File: src/alw_pkg.sv
`default_nettype none

package alw_pkg;

   // fixed field geometry
   localparam int FIELD_CHARS = 3;
   localparam int FIELD_W     = 8 * FIELD_CHARS;
   localparam int NUM_W       = 17;
   localparam int MAX_A       = 32767;

   // error codes
   localparam logic [2:0] ERR_NONE = 3'd0;
   localparam logic [2:0] ERR_COMP = 3'd1;
   localparam logic [2:0] ERR_JUMP = 3'd2;
   localparam logic [2:0] ERR_NUM  = 3'd3;
   localparam logic [2:0] ERR_LONG = 3'd4;

   typedef struct packed {
      logic [2:0]         dest_bits;
      logic [FIELD_W-1:0] comp_text;
      logic               comp_seen;
      logic [FIELD_W-1:0] field_buffer;
      logic [2:0]         pending_error;
   } c_fields_type;

   typedef struct packed {
      logic [15:0] machine_word;
      logic [2:0]  error_code;
   } c_result_type;

   typedef struct packed {
      logic       hit;
      logic [6:0] code;
   } comp_match_type;

   // comp mnemonic (packed, first char highest) to its a and c1..c6 bits
   function automatic comp_match_type comp_lookup(input logic [FIELD_W-1:0] text);
      comp_match_type m;
      m.hit = 1'b1;
      unique case (text)
         24'h000030: m.code = 7'h2A; // 0
         24'h000031: m.code = 7'h3F; // 1
         24'h002D31: m.code = 7'h3A; // -1
         24'h000044: m.code = 7'h0C; // D
         24'h000041: m.code = 7'h30; // A
         24'h002144: m.code = 7'h0D; // !D
         24'h002141: m.code = 7'h31; // !A
         24'h002D44: m.code = 7'h0F; // -D
         24'h002D41: m.code = 7'h33; // -A
         24'h442B31: m.code = 7'h1F; // D+1
         24'h412B31: m.code = 7'h37; // A+1
         24'h442D31: m.code = 7'h0E; // D-1
         24'h412D31: m.code = 7'h32; // A-1
         24'h442B41: m.code = 7'h02; // D+A
         24'h442D41: m.code = 7'h13; // D-A
         24'h412D44: m.code = 7'h07; // A-D
         24'h442641: m.code = 7'h00; // D&A
         24'h447C41: m.code = 7'h15; // D|A
         24'h00004D: m.code = 7'h70; // M
         24'h00214D: m.code = 7'h71; // !M
         24'h002D4D: m.code = 7'h73; // -M
         24'h4D2B31: m.code = 7'h77; // M+1
         24'h4D2D31: m.code = 7'h72; // M-1
         24'h442B4D: m.code = 7'h42; // D+M
         24'h442D4D: m.code = 7'h53; // D-M
         24'h4D2D44: m.code = 7'h47; // M-D
         24'h44264D: m.code = 7'h40; // D&M
         24'h447C4D: m.code = 7'h55; // D|M
         default: begin
            m.hit  = 1'b0;
            m.code = 7'h00;
         end
      endcase
      return m;
   endfunction

   // jump mnemonic to j1..j3, zero when unknown
   function automatic logic [2:0] jump_lookup(input logic [FIELD_W-1:0] text);
      logic [2:0] j;
      unique case (text)
         24'h4A4754: j = 3'd1; // JGT
         24'h4A4551: j = 3'd2; // JEQ
         24'h4A4745: j = 3'd3; // JGE
         24'h4A4C54: j = 3'd4; // JLT
         24'h4A4E45: j = 3'd5; // JNE
         24'h4A4C45: j = 3'd6; // JLE
         24'h4A4D50: j = 3'd7; // JMP
         default:    j = 3'd0;
      endcase
      return j;
   endfunction

endpackage

`default_nettype wire

File: src/alw_c_encoder.sv
`default_nettype none

module alw_c_encoder (
   input  wire alw_pkg::c_fields_type fields,
   output alw_pkg::c_result_type result
);
   import alw_pkg::*;

   logic [FIELD_W-1:0] comp_sel;
   comp_match_type     comp_m;
   logic [2:0]         jump_code;
   logic               jump_ok;
   logic [2:0]         err;

   // without a ';' the open field is the comp and there is no jump
   assign comp_sel  = fields.comp_seen ? fields.comp_text : fields.field_buffer;
   assign comp_m    = comp_lookup(comp_sel);
   assign jump_code = fields.comp_seen ? jump_lookup(fields.field_buffer) : 3'd0;
   assign jump_ok   = !fields.comp_seen || (jump_code != 3'd0);

   always_comb begin
      err = fields.pending_error;
      if (err == ERR_NONE && !comp_m.hit) err = ERR_COMP;
      if (err == ERR_NONE && !jump_ok)    err = ERR_JUMP;
   end

   assign result.error_code   = err;
   assign result.machine_word = (err != ERR_NONE) ? 16'h0000
                              : {3'b111, comp_m.code, fields.dest_bits, jump_code};

endmodule

`default_nettype wire

File: src/asm_line_to_machine_word_core.sv
`default_nettype none

// latency: the request that ends a line writes its result into the rsp register, valid the cycle after
// throughput: one character request per cycle; parse state and table compares are combinational
// a result waiting in the rsp register stalls every further request until it is taken
// reset (synchronous, active high): parser idle, fields cleared, line counter at 1,
// result register empty
module asm_line_to_machine_word_core #(
   parameter int NUMBER_DIGITS = 5
) (
   input  wire logic        clock,
   input  wire logic        reset,
   input  wire logic        req_valid,
   output logic             req_ready,
   input  wire logic [7:0]  req_char_in,
   input  wire logic        req_end_of_input,
   output logic             rsp_valid,
   input  wire logic        rsp_ready,
   output logic [15:0]      rsp_machine_word,
   output logic [2:0]       rsp_error_code,
   output logic [15:0]      rsp_line_number
);
   import alw_pkg::*;

   localparam int DIGIT_W = $clog2(NUMBER_DIGITS + 1);

   // parser state codes
   localparam logic [2:0] MODE_IDLE  = 3'd0;
   localparam logic [2:0] MODE_SKIP  = 3'd1;
   localparam logic [2:0] MODE_LABEL = 3'd2;
   localparam logic [2:0] MODE_ANUM  = 3'd3;
   localparam logic [2:0] MODE_CINST = 3'd4;

   // characters the parser looks at
   localparam logic [7:0] CH_NUL    = 8'h00;
   localparam logic [7:0] CH_TAB    = 8'h09;
   localparam logic [7:0] CH_CR     = 8'h0D;
   localparam logic [7:0] CH_NL     = 8'h0A;
   localparam logic [7:0] CH_SPACE  = 8'h20;
   localparam logic [7:0] CH_LPAREN = 8'h28;
   localparam logic [7:0] CH_RPAREN = 8'h29;
   localparam logic [7:0] CH_SLASH  = 8'h2F;
   localparam logic [7:0] CH_ZERO   = 8'h30;
   localparam logic [7:0] CH_NINE   = 8'h39;
   localparam logic [7:0] CH_EQUAL  = 8'h3D;
   localparam logic [7:0] CH_SEMI   = 8'h3B;
   localparam logic [7:0] CH_AT     = 8'h40;
   localparam logic [7:0] CH_A      = 8'h41;
   localparam logic [7:0] CH_D      = 8'h44;
   localparam logic [7:0] CH_M      = 8'h4D;

   // parse state
   logic [2:0]         mode_ff, mode_in;
   logic [FIELD_W-1:0] field_buffer_ff, field_buffer_in;
   logic [1:0]         field_length_ff, field_length_in;
   logic [2:0]         dest_bits_ff, dest_bits_in;
   logic [FIELD_W-1:0] comp_text_ff, comp_text_in;
   logic               comp_seen_ff, comp_seen_in;
   logic [NUM_W-1:0]   number_value_ff, number_value_in;
   logic [DIGIT_W-1:0] digit_count_ff, digit_count_in;
   logic [2:0]         pending_error_ff, pending_error_in;
   logic [15:0]        line_counter_ff, line_counter_in;

   // result register
   logic               rsp_valid_ff;
   logic [15:0]        rsp_word_ff;
   logic [2:0]         rsp_error_ff;
   logic [15:0]        rsp_line_ff;

   logic               accept;
   logic               line_end;
   logic               space;
   logic               digit;
   logic [3:0]         digit_val;
   logic [NUM_W+2:0]   num_next_wide;
   logic               cinst;
   logic               emit;
   logic [15:0]        emit_word;
   logic [2:0]         emit_error;
   logic [2:0]         a_error;
   c_fields_type       c_fields;
   c_result_type       c_result;

   // dest bits from the A, D and M characters held in a field
   function automatic logic [2:0] dest_from(input logic [FIELD_W-1:0] buf_v);
      logic [2:0] d;
      d = 3'b000;
      for (int i = 0; i < FIELD_CHARS; i++) begin
         if (buf_v[8*i +: 8] == CH_A) d[2] = 1'b1;
         if (buf_v[8*i +: 8] == CH_D) d[1] = 1'b1;
         if (buf_v[8*i +: 8] == CH_M) d[0] = 1'b1;
      end
      return d;
   endfunction

   // a new request is taken while the result register is empty or draining
   assign req_ready = !rsp_valid_ff || rsp_ready;
   assign accept    = req_valid && req_ready;

   // character classes; end of input hides the character and acts as a line end
   assign line_end = req_end_of_input || (req_char_in == CH_NL);
   assign space    = !req_end_of_input &&
                     ((req_char_in == CH_SPACE) || (req_char_in == CH_NUL) ||
                      ((req_char_in >= CH_TAB) && (req_char_in <= CH_CR)));
   assign digit    = !req_end_of_input &&
                     (req_char_in >= CH_ZERO) && (req_char_in <= CH_NINE);
   assign digit_val = 4'(req_char_in - CH_ZERO);

   // value * 10 + digit, kept to the number register width
   assign num_next_wide = {number_value_ff, 3'b000} + {2'b00, number_value_ff, 1'b0}
                        + {{(NUM_W-1){1'b0}}, digit_val};

   // numeric A-instruction error: missing digits or value beyond 15 bits, else the pending error
   assign a_error = ((digit_count_ff == '0) || (number_value_ff > NUM_W'(MAX_A)))
                  ? ERR_NUM : pending_error_ff;

   // a C-instruction finishes only from registered fields, never on the starting character
   assign c_fields.dest_bits     = dest_bits_ff;
   assign c_fields.comp_text     = comp_text_ff;
   assign c_fields.comp_seen     = comp_seen_ff;
   assign c_fields.field_buffer  = field_buffer_ff;
   assign c_fields.pending_error = pending_error_ff;

   alw_c_encoder u_c_encoder (
      .fields (c_fields),
      .result (c_result)
   );

   // next parse state for the current character
   always_comb begin
      mode_in          = mode_ff;
      field_buffer_in  = field_buffer_ff;
      field_length_in  = field_length_ff;
      dest_bits_in     = dest_bits_ff;
      comp_text_in     = comp_text_ff;
      comp_seen_in     = comp_seen_ff;
      number_value_in  = number_value_ff;
      digit_count_in   = digit_count_ff;
      pending_error_in = pending_error_ff;
      line_counter_in  = line_counter_ff;
      cinst            = 1'b0;
      emit             = 1'b0;
      emit_word        = 16'h0000;
      emit_error       = ERR_NONE;

      unique case (mode_ff) inside
         MODE_SKIP, MODE_LABEL: begin
            // comment or label: wait for line end, or ')' inside a label
            if (line_end) begin
               mode_in = MODE_IDLE;
            end else if (mode_ff == MODE_LABEL && req_char_in == CH_RPAREN) begin
               mode_in = MODE_IDLE;
            end
         end
         MODE_ANUM: begin
            if (digit) begin
               if (digit_count_ff < DIGIT_W'(NUMBER_DIGITS)) begin
                  number_value_in = num_next_wide[NUM_W-1:0];
                  digit_count_in  = digit_count_ff + 1'b1;
               end else begin
                  // extra digits are dropped
                  pending_error_in = ERR_NUM;
               end
            end else begin
               // first non-digit ends the number, rest of the line is skipped
               emit       = 1'b1;
               emit_error = a_error;
               emit_word  = (a_error != ERR_NONE) ? 16'h0000
                          : {1'b0, number_value_ff[14:0]};
               mode_in    = line_end ? MODE_IDLE : MODE_SKIP;
            end
         end
         default: begin
            // idle, C-instruction and any stray code share this arm
            cinst = (mode_ff == MODE_CINST);
            if (!cinst) begin
               mode_in = MODE_IDLE;
               if (line_end || space || req_char_in == CH_RPAREN) begin
                  mode_in = MODE_IDLE;
               end else if (req_char_in == CH_SLASH) begin
                  mode_in = MODE_SKIP;
               end else if (req_char_in == CH_LPAREN) begin
                  mode_in = MODE_LABEL;
               end else begin
                  // any other character opens an instruction with clean fields
                  field_buffer_in  = '0;
                  field_length_in  = '0;
                  dest_bits_in     = '0;
                  comp_text_in     = '0;
                  comp_seen_in     = 1'b0;
                  number_value_in  = '0;
                  digit_count_in   = '0;
                  pending_error_in = ERR_NONE;
                  if (req_char_in == CH_AT) begin
                     mode_in = MODE_ANUM;
                  end else begin
                     mode_in = MODE_CINST;
                     cinst   = 1'b1;
                  end
               end
            end
            if (cinst) begin
               if (line_end || req_char_in == CH_SLASH) begin
                  // end of the C-instruction; a slash then opens a comment
                  emit       = 1'b1;
                  emit_word  = c_result.machine_word;
                  emit_error = c_result.error_code;
                  mode_in    = line_end ? MODE_IDLE : MODE_SKIP;
               end else if (req_char_in == CH_EQUAL) begin
                  dest_bits_in    = dest_from(field_buffer_in);
                  field_buffer_in = '0;
                  field_length_in = '0;
               end else if (req_char_in == CH_SEMI) begin
                  comp_text_in    = field_buffer_in;
                  comp_seen_in    = 1'b1;
                  field_buffer_in = '0;
                  field_length_in = '0;
               end else if (!space) begin
                  if (field_length_in < 2'(FIELD_CHARS)) begin
                     field_buffer_in = {field_buffer_in[FIELD_W-9:0], req_char_in};
                     field_length_in = field_length_in + 1'b1;
                  end else begin
                     // overlong field: character dropped
                     pending_error_in = ERR_LONG;
                  end
               end
            end
         end
      endcase

      // result carries the line number before the advance
      if (line_end) line_counter_in = line_counter_ff + 1'b1;
   end

   // parse state registers
   always_ff @(posedge clock) begin
      if (reset) begin
         mode_ff          <= MODE_IDLE;
         field_buffer_ff  <= '0;
         field_length_ff  <= '0;
         dest_bits_ff     <= '0;
         comp_text_ff     <= '0;
         comp_seen_ff     <= 1'b0;
         number_value_ff  <= '0;
         digit_count_ff   <= '0;
         pending_error_ff <= ERR_NONE;
         line_counter_ff  <= 16'd1;
      end else if (accept) begin
         mode_ff          <= mode_in;
         field_buffer_ff  <= field_buffer_in;
         field_length_ff  <= field_length_in;
         dest_bits_ff     <= dest_bits_in;
         comp_text_ff     <= comp_text_in;
         comp_seen_ff     <= comp_seen_in;
         number_value_ff  <= number_value_in;
         digit_count_ff   <= digit_count_in;
         pending_error_ff <= pending_error_in;
         line_counter_ff  <= line_counter_in;
      end
   end

   // result register: filled by an emitting request, emptied when taken
   always_ff @(posedge clock) begin
      if (reset) begin
         rsp_valid_ff <= 1'b0;
      end else if (accept && emit) begin
         rsp_valid_ff <= 1'b1;
      end else if (rsp_ready) begin
         rsp_valid_ff <= 1'b0;
      end
   end

   always_ff @(posedge clock) begin
      if (accept && emit) begin
         rsp_word_ff  <= emit_word;
         rsp_error_ff <= emit_error;
         rsp_line_ff  <= line_counter_ff;
      end
   end

   assign rsp_valid        = rsp_valid_ff;
   assign rsp_machine_word = rsp_word_ff;
   assign rsp_error_code   = rsp_error_ff;
   assign rsp_line_number  = rsp_line_ff;

endmodule

`default_nettype wire

File: config.mk
export PLATFORM = sky130hd
export DESIGN_NAME = asm_line_to_machine_word_core
export DESIGN_NICKNAME = d
export VERILOG_FILES = /design/src/alw_pkg.sv /design/src/alw_c_encoder.sv /design/src/asm_line_to_machine_word_core.sv
export SDC_FILE = /design/constraint.sdc
export NUM_CORES = 1
export LEC_CHECK = 0
export ABC_AREA = 1
export BUFFER_PORTS_ARGS = -buffer_cell sky130_fd_sc_hd__buf_2
export CAP_MARGIN = 20
export CORE_MARGIN = 4
export CORE_UTILIZATION = 40
export DETAILED_ROUTE_END_ITERATION = 10
export HOLD_SLACK_MARGIN = 0.06
export PLACE_DENSITY_LB_ADDON = 0.05
export SLEW_MARGIN = 25
export SYNTH_ARGS = -nofsm -noshare
export SYNTH_HDL_FRONTEND = slang
export SYNTH_SLANG_ARGS = --single-unit
export TNS_END_PERCENT = 10
File: constraint.sdc
create_clock -name clock -period 3.7 [get_ports clock]
set_input_delay 0.555 -clock clock [delete_from_list [all_inputs] [get_ports clock]]
set_output_delay 0.555 -clock clock [all_outputs]
set_load 0.005 [all_outputs]
==> PnR_summary.wiki <==
{| class="wikitable"
! Metric !! Value
|-
| Result of the run || completed
|-
| Area of all placed cells without fillers || 0.0104 mm²
|-
| Number of fill cells in the layout || 2,438
|-
| Avg Synthesized Cell Area || 6.53 µm²
|-
| Setup repair after global routing missed its margin || false
|-
| DR top layer || met4
|-
| Core region area || 0.0228 mm²
|-
| Global-route wire length before repair || 46.4 mm
|-
| Total net switching power || 0.00127 W
|-
| CTS H-Tree Depth || 4
|-
| Average detailed-routed wire length per instance || 16.0 µm
|-
| Number of buffers created by CTS || 17
|-
| HPWL after DPL || 21.1 mm
|-
| Routed wl met2 || 13.2 mm
|-
| Worst setup skew after layout || 0.0144 ns
|-
| GRT Total Usage || 22.2%
|-
| Synth Register Bits || 132
|-
| Area of the die || 0.0258 mm²
|-
| Global placer's final weighted congestion || 0.893
|-
| Length of routed wiring on met1 || 13.5 mm
|-
| Die Y-Extent || 161 µm
|-
| Cells taking the most area after synthesis || dfxtp_1 21%, nand2_1 15%, edfxtp_1 11%
|-
| Clock sink count || 132
|-
| Count of port buffers added during placement || 49
|-
| Combinational share of power || 17.2%
|-
| Top cells by instance count after synthesis || 373 x nand2_1, 179 x inv_1, 154 x a21oi_1
|-
| Vias/cell || 5.20
|-
| Vias post-DR || 9,256
|-
| Maximum fanout encountered on the critical timing path || 20
|-
| Share of synthesized area occupied by flip-flops and latches || 32.1%
|-
| Cell mode on critical path || nand2_1
|-
| Synthesized net count || 1,474
|-
| CP max stage cell || dfxtp_2
|-
| Instance count of the mapped netlist || 1,428
|-
| Fmax || 331 MHz
|-
| Clock tree from TritonCTS || yes
|-
| Minimum period implied by the final worst setup slack || 3.02 ns
|-
| Most used standard cell by instance count after synthesis || nand2_1
|-
| Clock input transition at the sequential cells of the worst setup and hold paths || 0.06 ns
|-
| Number of enable-type register cells in the synthesized netlist || 35
|-
| Post-CTS Setup Repair Bufs || 0
|-
| Cell taking the most area after synthesis || dfxtp_1
|-
| Final setup violation count || 0
|-
| Total cell area at the placement stage || 0.00980 mm²
|-
| Antenna diode instance count || 0
|-
| Post-layout utilization of the core || 45.7%
|-
| Register area || 0.00299 mm²
|-
| Number of slew-limit violations in the final report || 0
|-
| Met3 Routed Length || 1.31 mm
|-
| Die X-Extent || 161 µm
|-
| Summed instance area of the synthesized netlist || 0.00933 mm²
|-
| WL final || 28.4 mm
|-
| Resized cells post-CTS || 0
|-
| Share of the clock period used by the worst path after layout || 81.6%
|-
| Detailed-route DRC error count || 0
|-
| Number of iterations in the first detailed-routing pass || 5
|-
| Clk pwr share || 43.0%
|-
| Site Rows || 55
|-
| Vias in the first global route || 8,725
|-
| Largest net degree at the start of global routing || 66
|-
| Power per standard cell area || 392 mW/mm²
|-
| Cell Int Power || 0.00280 W
|-
| Relative slew slack || 32.8%
|-
| Aggregate negative setup slack || 0 ns
|-
| Classification of the worst-slack hold path || flip-flop to flip-flop
|-
| Leak pwr || 4.80 nW
|-
| Critical path startpoint category || flip-flop
|-
| Prevailing post-synth register cell || dfxtp_1
|-
| Yosys synthesis warning count || 0
|-
| Total congestion overflow after global routing || 0
|-
| Number of design-rule violations left by the first detailed-router iteration || 685
|-
| Buffer cell driving the clock tree root || clkbuf_16
|-
| Number of hold violations in the final report || 0
|-
| IO Pins || 50
|-
| Net switching share of the total power || 31.2%
|-
| Worst endpoint data arrival time || 3.24 ns
|-
| Growth of design area from synthesis to finish || 11.5%
|-
| Highest cell delay on the worst timing path || 0.57 ns
|-
| Starting utilization of the core area || 40.9%
|-
| Hold-fix buffers, CTS || 0
|-
| Slew at the pin closest to its max-slew limit || 1.00 ns
|-
| Clock latency of the later-clocked register in the worst-skew pair || 0.43 ns
|-
| Number of different library cells in the post-synthesis netlist || 48
|-
| Kind of end point of the critical path || flip-flop
|-
| Proportion of layout cells with a drive suffix above 1 || 11.9%
|-
| Fraction of synthesized cell area taken by the top area cell type || 20.8%
|-
| Clock Path Buffers || 2
|-
| Proportion of synthesized flip-flops having asynchronous set or reset || 0%
|-
| Area of the multi-input gates || 0.00532 mm²
|-
| Antenna violations before repair || 0
|-
| Crit Path Class || flip-flop to flip-flop
|-
| Cells along the critical path || buf_4 > nand2_1 > nand2_1 > nand2_1 > inv_2 > nand2_2 > nor2_4 > nand2_1 > inv_1 > nand2_1 > and2_4 > nand3_2 > nor2_2 > nor2_2 > nor2_4 > o21ai_0
|-
| VDD IR-drop max || 0.246 mV
|-
| Final ANT Viol Nets || 0
|-
| Power share of the sequential group || 39.8%
|-
| Max-cap violations || 0
|-
| Final #Nets || 1,501
|-
| WP data required || 3.92 ns
|}
==> state kept, by name, summed over array words and instances (netlist names) <==
signal,flops
mode_ff,3
comp_seen_ff,1
rsp_machine_word,16
rsp_error_code,3
rsp_line_number,16
comp_text_ff,24
pending_error_ff,3
number_value_ff,17
dest_bits_ff,3
line_counter_ff,16
field_length_ff,2
digit_count_ff,3
field_buffer_ff,24
rsp_valid,1
==> through the flow <==
step	setup slack (ns)	power, W	std cells	hold slack, ns
6_report	0.683	0.00408	1780	0.435
3_5_place_dp	0.474	0.00235	1749	0.423
5_1_grt	0.406	0.00427	1780	0.458
3_3_place_gp	0.541	0.00235	1749	0.414
2_1_floorplan	0.666	0.00214	1428	0.408
4_1_cts	0.690	0.00411	1780	0.439
==> power groups by stage <==
| stage | Sequential, W | Clock (W) | Combinational [W] |
|---|---|---|---|
| 5_1_grt | 0.00163 | 0.00185 | 0.000797 |
| 3_5_place_dp | 0.00165 | 0 | 0.000699 |
| 6_report | 0.00162 | 0.00176 | 0.000701 |
| 3_3_place_gp | 0.00165 | 0 | 0.000697 |
| 4_1_cts | 0.00162 | 0.00179 | 0.000703 |
| 2_1_floorplan | 0.00163 | 0 | 0.000511 |
==> layout make-up <==
| cell class | instances | share of cell area (%) |
|---|---|---|
| Clock inverter | 12 | 1.37 |
| Clock buffer | 19 | 4.37 |
| Multi-Input combinational cell | 1049 | 51.2 |
| Tap cell | 313 | 3.77 |
| Inverter | 193 | 7.01 |
| Sequential cell | 132 | 28.8 |
| Timing Repair Buffer | 62 | 3.54 |
==> kinds of logic after synthesis <==
| kind of cell | synth area share, % |
|---|---|
| compound gates | 17.3 |
| buf+inv | 11.1 |
| simple gates | 34.7 |
| fa+ha+maj | 4.59 |
| flops | 32.1 |
| xor+xnor | 0.282 |
==> placed cells by master (no fill, tap or decap), types with 5 or more instances in the layout <==
| master | netlist | final |
|---|---|---|
| nor3_1 | 26 | 26 |
| buf_4 | 10 | 11 |
| nand2_1 | 373 | 373 |
| dfxtp_1 | 97 | 96 |
| clkbuf_16 | 0 | 18 |
| nand3_1 | 100 | 100 |
| a211oi_1 | 7 | 7 |
| buf_2 | 9 | 49 |
| o21ai_2 | 6 | 6 |
| inv_2 | 12 | 12 |
| o211ai_1 | 6 | 6 |
| nor2_4 | 10 | 11 |
| o31ai_1 | 25 | 25 |
| nand2_2 | 14 | 14 |
| ha_1 | 31 | 31 |
| o21ai_1 | 16 | 16 |
| o21ai_0 | 54 | 54 |
| inv_1 | 179 | 178 |
| nor2_2 | 16 | 17 |
| nand4_1 | 37 | 37 |
| nor2_1 | 125 | 123 |
| nand3_2 | 7 | 7 |
| a21oi_1 | 154 | 153 |
| or2_2 | 5 | 5 |
| edfxtp_1 | 35 | 35 |
| a31oi_1 | 9 | 9 |
==> per-layer routing <==
metal,vias up,global-route usage [%]
met5,-,0
met4,0,5.43
met3,27,3.23
met2,196,36.8
met1,4255,30.6
li1,4778,-
==> final timing paths <==
check / startpoint / to / slack, ns / cells past startpoint
setup reg to reg: comp_seen_ff / rsp_error_code[1] / 0.68 / 16
setup / recovery: comp_seen_ff / rsp_error_code[1] / 0.68 / 16
hold reg to reg: line_counter_ff[15] / rsp_line_number[15] / 0.44 / 0
hold / removal: line_counter_ff[15] / rsp_line_number[15] / 0.44 / 0
==> worst max-delay path: cells and delay by family (launching register included) <==
family,cells,cell delay [ns]
buffers and inverters,3,0.49
DFF,1,0.57
AOI/OAI and AO/OA,1,0.31
and+or+nand+nor,12,1.42
(Power assumes the default switching activity.)
